--- src/hdl/fgsa_pkg.sv ---
// Shared types and codes for the fence-gated slot allocator.
package fgsa_pkg;

    // Command codes carried in the input tuser field.
    localparam logic CMD_ACQUIRE = 1'b0;
    localparam logic CMD_MARK    = 1'b1;

    // Result status codes.
    localparam logic [1:0] STATUS_OK        = 2'd0;
    localparam logic [1:0] STATUS_NO_SLOT   = 2'd1;
    localparam logic [1:0] STATUS_REMARKED  = 2'd2;
    localparam logic [1:0] STATUS_NOT_FOUND = 2'd3;

    // Field widths of one transaction.
    localparam int SLOT_FIELD_W  = 6;
    localparam int FENCE_W       = 64;
    localparam int STATUS_W      = 2;
    localparam int IN_TDATA_W    = 136;
    localparam int OUT_TDATA_W   = 16;

    // Sequencer states, one-hot.
    typedef enum logic [2:0] {
        ST_IDLE = 3'b001,
        ST_LOOK = 3'b010,
        ST_CMP  = 3'b100
    } state_t;

endpackage

--- src/hdl/fence_gated_slot_allocator.sv ---
// An acquire examines slots from the cursor onward: a free slot is granted in the look step, a busy
// slot takes a look and a compare step; a mark takes a look and a compare step, a mark of a missing
// slot only the look step. One item is handled at a time: the next one is accepted
// once the previous result has been taken. One release-value memory read port and one
// 64-bit fence comparator are stepped over the slots.
// Reset (rst_n low, asynchronous) clears all busy marks, the cursor and the handshake state.
module fence_gated_slot_allocator #(
    parameter int SLOT_COUNT = 4
) (
    input  logic        clk,
    input  logic        rst_n,
    input  logic        s_axis_tvalid,
    output logic        s_axis_tready,
    // [5:0] slot_index, [69:6] release_value, [133:70] completed_value, [135:134] zero
    input  logic [fgsa_pkg::IN_TDATA_W-1:0]  s_axis_tdata,
    // [0] cmd
    input  logic        s_axis_tuser,
    output logic        m_axis_tvalid,
    input  logic        m_axis_tready,
    // [0] granted, [6:1] granted_slot, [8:7] status, [15:9] zero
    output logic [fgsa_pkg::OUT_TDATA_W-1:0] m_axis_tdata
);

    localparam int IDX_W = (SLOT_COUNT > 1) ? $clog2(SLOT_COUNT) : 1;
    localparam int SW    = fgsa_pkg::SLOT_FIELD_W;
    localparam int FW    = fgsa_pkg::FENCE_W;

    // Sequencer and latched command.
    fgsa_pkg::state_t state_reg, state_next;
    logic             cmd_reg;
    logic [SW-1:0]    sel_reg;
    logic [FW-1:0]    rel_reg;
    logic [FW-1:0]    done_reg;
    logic [IDX_W-1:0] idx_reg, idx_next;
    logic [IDX_W-1:0] count_reg, count_next;
    logic [IDX_W-1:0] cursor_reg, cursor_next;
    logic [SLOT_COUNT-1:0] busy_reg, busy_next;

    // Release-value memory; busy marks act as its valid bits.
    logic [FW-1:0] release_mem [SLOT_COUNT];
    logic [FW-1:0] rd_data_reg;
    logic          mem_we;

    // Output register.
    logic                          m_valid_reg, m_valid_next;
    logic                          granted_reg, granted_next;
    logic [SW-1:0]                 gslot_reg, gslot_next;
    logic [fgsa_pkg::STATUS_W-1:0] status_reg, status_next;

    logic in_fire;
    logic sel_in_range;
    logic idx_last;
    logic fence_done;
    logic [IDX_W-1:0] idx_wrap;

    assign s_axis_tready = (state_reg == fgsa_pkg::ST_IDLE) && !m_valid_reg;
    assign in_fire       = s_axis_tvalid && s_axis_tready;
    assign m_axis_tvalid = m_valid_reg;
    assign m_axis_tdata  = {7'd0, status_reg, gslot_reg, granted_reg};

    assign sel_in_range = ({1'b0, sel_reg} < (SW + 1)'(SLOT_COUNT));
    assign idx_last     = (idx_reg == IDX_W'(SLOT_COUNT - 1));
    assign idx_wrap     = idx_last ? '0 : idx_reg + 1'b1;
    // The one shared comparator: has the fence reached or passed the stored release value?
    assign fence_done   = (done_reg >= rd_data_reg);

    // Sequencer next-state logic.
    always_comb
    begin
        state_next   = state_reg;
        idx_next     = idx_reg;
        count_next   = count_reg;
        cursor_next  = cursor_reg;
        busy_next    = busy_reg;
        mem_we       = 1'b0;
        m_valid_next = m_valid_reg;
        granted_next = granted_reg;
        gslot_next   = gslot_reg;
        status_next  = status_reg;

        if (m_valid_reg && m_axis_tready)
        begin
            m_valid_next = 1'b0;
        end

        unique case (state_reg)
            fgsa_pkg::ST_IDLE:
            begin
                if (in_fire)
                begin
                    idx_next   = (s_axis_tuser == fgsa_pkg::CMD_MARK) ?
                                 s_axis_tdata[IDX_W-1:0] : cursor_reg;
                    count_next = '0;
                    state_next = fgsa_pkg::ST_LOOK;
                end
            end
            fgsa_pkg::ST_LOOK:
            begin
                if (cmd_reg == fgsa_pkg::CMD_MARK)
                begin
                    if (!sel_in_range)
                    begin
                        m_valid_next = 1'b1;
                        granted_next = 1'b0;
                        gslot_next   = '0;
                        status_next  = fgsa_pkg::STATUS_NOT_FOUND;
                        state_next   = fgsa_pkg::ST_IDLE;
                    end
                    else
                    begin
                        state_next = fgsa_pkg::ST_CMP;
                    end
                end
                else if (!busy_reg[idx_reg])
                begin
                    // A free slot is taken without a fence check.
                    cursor_next  = idx_wrap;
                    m_valid_next = 1'b1;
                    granted_next = 1'b1;
                    gslot_next   = SW'(idx_reg);
                    status_next  = fgsa_pkg::STATUS_OK;
                    state_next   = fgsa_pkg::ST_IDLE;
                end
                else
                begin
                    state_next = fgsa_pkg::ST_CMP;
                end
            end
            fgsa_pkg::ST_CMP:
            begin
                if (cmd_reg == fgsa_pkg::CMD_MARK)
                begin
                    status_next = (busy_reg[idx_reg] && !fence_done) ?
                                  fgsa_pkg::STATUS_REMARKED : fgsa_pkg::STATUS_OK;
                    busy_next[idx_reg] = 1'b1;
                    mem_we       = 1'b1;
                    m_valid_next = 1'b1;
                    granted_next = 1'b0;
                    gslot_next   = '0;
                    state_next   = fgsa_pkg::ST_IDLE;
                end
                else if (fence_done)
                begin
                    // Busy slot whose fence completed: release and take it.
                    busy_next[idx_reg] = 1'b0;
                    cursor_next  = idx_wrap;
                    m_valid_next = 1'b1;
                    granted_next = 1'b1;
                    gslot_next   = SW'(idx_reg);
                    status_next  = fgsa_pkg::STATUS_OK;
                    state_next   = fgsa_pkg::ST_IDLE;
                end
                else if (count_reg == IDX_W'(SLOT_COUNT - 1))
                begin
                    m_valid_next = 1'b1;
                    granted_next = 1'b0;
                    gslot_next   = '0;
                    status_next  = fgsa_pkg::STATUS_NO_SLOT;
                    state_next   = fgsa_pkg::ST_IDLE;
                end
                else
                begin
                    idx_next   = idx_wrap;
                    count_next = count_reg + 1'b1;
                    state_next = fgsa_pkg::ST_LOOK;
                end
            end
            default:
            begin
                state_next = fgsa_pkg::ST_IDLE;
            end
        endcase
    end

    // Control registers.
    always_ff @(posedge clk or negedge rst_n)
    begin
        if (!rst_n)
        begin
            state_reg   <= fgsa_pkg::ST_IDLE;
            cursor_reg  <= '0;
            busy_reg    <= '0;
            m_valid_reg <= 1'b0;
            idx_reg     <= '0;
            count_reg   <= '0;
        end
        else
        begin
            state_reg   <= state_next;
            cursor_reg  <= cursor_next;
            busy_reg    <= busy_next;
            m_valid_reg <= m_valid_next;
            idx_reg     <= idx_next;
            count_reg   <= count_next;
        end
    end

    // Payload registers: the latched transaction and the result.
    always_ff @(posedge clk)
    begin
        if (in_fire)
        begin
            cmd_reg  <= s_axis_tuser;
            sel_reg  <= s_axis_tdata[SW-1:0];
            rel_reg  <= s_axis_tdata[SW+FW-1:SW];
            done_reg <= s_axis_tdata[SW+2*FW-1:SW+FW];
        end
        granted_reg <= granted_next;
        gslot_reg   <= gslot_next;
        status_reg  <= status_next;
    end

    // Release-value memory: one write port, one registered read port.
    always_ff @(posedge clk)
    begin
        if (mem_we)
        begin
            release_mem[idx_reg] <= rel_reg;
        end
        rd_data_reg <= release_mem[idx_reg];
    end

    // Input is taken only while no result is pending.
    a_ready_excl: assert property (@(posedge clk) disable iff (!rst_n)
        s_axis_tready |-> !m_axis_tvalid)
        else $error("input accepted while a result is pending");

    // A new result only comes out of the search or compare steps.
    a_result_src: assert property (@(posedge clk) disable iff (!rst_n)
        $rose(m_valid_reg) |-> ($past(state_reg) == fgsa_pkg::ST_LOOK)
                            || ($past(state_reg) == fgsa_pkg::ST_CMP))
        else $error("result produced outside the sequencer steps");

    // A grant always reports ok status.
    a_grant_ok: assert property (@(posedge clk) disable iff (!rst_n)
        (m_valid_reg && granted_reg) |-> (status_reg == fgsa_pkg::STATUS_OK))
        else $error("grant with non-ok status");

    // The search never examines more slots than the pool holds.
    a_count_bound: assert property (@(posedge clk) disable iff (!rst_n)
        (count_reg <= IDX_W'(SLOT_COUNT - 1)))
        else $error("search count past pool size");

    // A completed mark leaves its slot busy.
    a_mark_busy: assert property (@(posedge clk) disable iff (!rst_n)
        (state_reg == fgsa_pkg::ST_CMP && cmd_reg == fgsa_pkg::CMD_MARK)
        |=> busy_reg[$past(idx_reg)])
        else $error("marked slot not busy");

endmodule
--- config.mk ---
export PLATFORM = sky130hd
export DESIGN_NAME = fence_gated_slot_allocator
export DESIGN_NICKNAME = d
export VERILOG_FILES = /design/src/hdl/fgsa_pkg.sv /design/src/hdl/fence_gated_slot_allocator.sv
export SDC_FILE = /design/constraint.sdc
export NUM_CORES = 1
export LEC_CHECK = 0
export ABC_CLOCK_PERIOD_IN_PS = 7000
export BUFFER_PORTS_ARGS = -buffer_cell sky130_fd_sc_hd__buf_2
export CAP_MARGIN = 20
export CORE_MARGIN = 3
export CORE_UTILIZATION = 40
export CTS_BUF_LIST = sky130_fd_sc_hd__clkbuf_4
export DETAILED_ROUTE_END_ITERATION = 16
export GPL_ROUTABILITY_DRIVEN = 0
export HOLD_SLACK_MARGIN = 0.03
export PLACE_DENSITY = 0.61
export SYNTH_ARGS = -nofsm -noshare
export SYNTH_HDL_FRONTEND = slang
export SYNTH_SLANG_ARGS = --single-unit
--- constraint.sdc ---
create_clock -name clk -period 7 [get_ports clk]
set_clock_uncertainty 0.2 [all_clocks]
set_input_delay 1.4 -clock clk [delete_from_list [all_inputs] [get_ports clk]]
set_output_delay 1.4 -clock clk [all_outputs]
set_load 0.005 [all_outputs]
==> impl_metrics.yaml <==
status:
  status: "complete, no violations"
yosys:
  synth_common_cells: "edfxtp_1, inv_1, ha_1"
  synth_edf_count: 394
  synth-seq-area-share_pct: 78.34
  synth.largest_area_cell: "edfxtp_1"
  avgSynthCellArea_um2: 19.73
  synth_warnings: 0
  synth_seq_cells: 472
  netlist_area_um2: 17190
  synth-async-reset-ratio_pct: 2.966
  ys_types: 46
  synth_cells: 871
  synth_area_leaders: "edfxtp_1, mux4_2, dfxtp_1, ha_1, dfrtp_1"
  synth_top_area_share_pct: 68.84
  ys.flop_type: "edfxtp_1"
  yosysMostFrequentCell: "edfxtp_1"
sta:
  setup_viol: 0
  max_clock_freq_mhz: 267.1
  finalHoldViolCount: 0
  maxSlewHeadroom_pct: 34.52
  worst_slack_ns: 3.256
  min_period_ns: 3.744
  rsz0062_at_grt: "no"
  fin_setup_tns_ns: 0
  min_period_over_period_pct: 53.49
  tightest_slew_ns: 0.9822
  whs_ns: 0.2813
  slew_viol_final: 0
die:
  ios: 159
  die_w_um: 213.3
  chipHeight_um: 213.3
  num_rows: 75
  core_area_um2: 42230
  start_util_pct: 40.70
  dieArea_um2: 45490
pwr:
  ir_worst_vdd_uv: 229.6
  total_power_mw: 7.371
  p_per_area_nw_per_um2: 365.2
  p_int_mw: 5.411
  p_seq_share_pct: 51.5
  p_leak_nw: 7.582
  combPwrFrac_pct: 16.6
  switching_share_pct: 26.58
  power_switching_mw: 1.959
  clkPwrFrac_pct: 31.9
detailed_routing:
  vias: 8425
  dr.pass1.iters: 4
  wl_per_cell_um: 17.76
  ant_nets: 0
  routed_wl_mm: 31.50
  drt_first_iter_violations: 350
  drc: 0
  via_per_inst: 4.749
placement:
  portBuffers: 145
  dp_slack_ns: 3.307
  place_hpwl_mm: 18.79
  post_dp_cell_area_um2: 18550
  dp_cells: 1543
clock_tree:
  h-tree-depth: 3
  cts.sinks: 472
  clock_latency_ns: 0.81
  cts_hold_buf: 0
  cts_inserted_buffers: 119
  cts.reportedPaths.clkPinSlew_ns: 0.07
  cts_tree: "yes"
  clockBufferDepth: 3
  post_cts_buffers: 0
  clock-root-buffer: "clkbuf_4"
  post_cts_resized: 0
flow_run:
  cap_violations: 0
global_route:
  grt_pass1_vias: 9080
  track_usage_pct: 14.30
  antenna_found_initial: 6
  grt_max_degree: 94
  gr-total-overflow: 0
  grt_pass1_wl_mm: 48.73
setup_path:
  arrival_ns: 2.14
  crit_fanout: 6
  r2r_start: "done_reg[62]"
  cp.required_ns: 5.40
  worstSetupStartpoint: "state_reg[0]"
  crit_type: "register to output port"
  crit_path_end_kind: "output port"
  cp-start-kind: "register"
layout:
  synthToLayoutAreaGrowth_pct: 17.44
  top_register: "release_mem"
  utilization_pct: 47.80
  fin_cells: 1774
  largest_reg_flops: 256
  drive_gt1_share_pct: 35.99
  final_cell_area_um2: 20180
  nets: 1335
hold_path:
  hold_path_class: "input port to asynchronous set/reset pin"
## cells by family after synthesis
logic type      share of synthesized area, %
compound gates                         2.446
fa+ha+maj                              5.023
simple gates                           2.519
other cells                          0.02182
mux                                    9.064
flops                                  78.34
buf+inv                                2.584
## final timing paths
check	endpoint	slack, ns	cells past startpoint
min in group clk	count_reg[0]	0.28	1
hold reg to reg	count_reg[0]	0.28	1
setup reg to reg	cursor_reg[0]	3.48	8
max in group asynchronous	state_reg[0]	6.02	1
setup / recovery	s_axis_tready	3.26	2
hold / removal	idx_reg[1]	0.28	1
## critical path, cell delays in order, from the launching register on
cell and delay, ns:
dfstp_2 0.57, nor4b_1 0.54, buf_2 0.23
## metal layers
layer / share of wire, % / global-route usage (%) / vias up / routed length [um]
li1: - / - / 3997 / -
met1: 44 / 17.82 / 4147 / 13770
met2: 49 / 23.44 / 211 / 15400
met3: 5.4 / 4.687 / 66 / 1691
met4: 1.9 / 5.378 / 4 / 604
met5: 0.10 / 0 / - / 32
## area by class of cell
type                       count  area (um2)
fill                        3632       22040
clock inverter                23       102.6
clock buffer                 201        1509
multi-input combinational    304        3336
sequential                   472       13470
tap                          539       674.4
inverter                      75       286.5
timing repair buffer         153       785.8
antenna                        7       17.52
## cell usage in the layout, fill, tap and decap left out, types with 3 or more instances in the layout
master and n:
edfxtp_1 394, clkbuf_4 201, buf_2 145, inv_1 74, ha_1 69, mux4_2 65
dfxtp_1 64, a21oi_1 33, nand2_1 26, clkinv_1 14, nor2_1 12, nand4_1 12
dfrtp_1 11, conb_1 11, o21ai_0 9, nand3_1 8, buf_4 8, diode_2 7
mux2i_1 6, a31oi_1 5, nor4_1 4, a221oi_1 4, and4_1 4, nor3_1 4
and3_4 4, clkinv_2 4, nand3b_1 3, mux2_2 3, clkinvlp_4 3
## power groups by stage
stage	clock network (mW)	logic (mW)	registers, mW
6_report	2.35	1.22	3.80
5_1_grt	2.61	1.40	3.85
4_1_cts	2.45	1.26	3.81
3_5_place_dp	0	1.26	3.87
3_3_place_gp	0	1.23	3.85
2_1_floorplan	0	1.01	3.72
No activity file was read; power rests on OpenSTA's default activity.
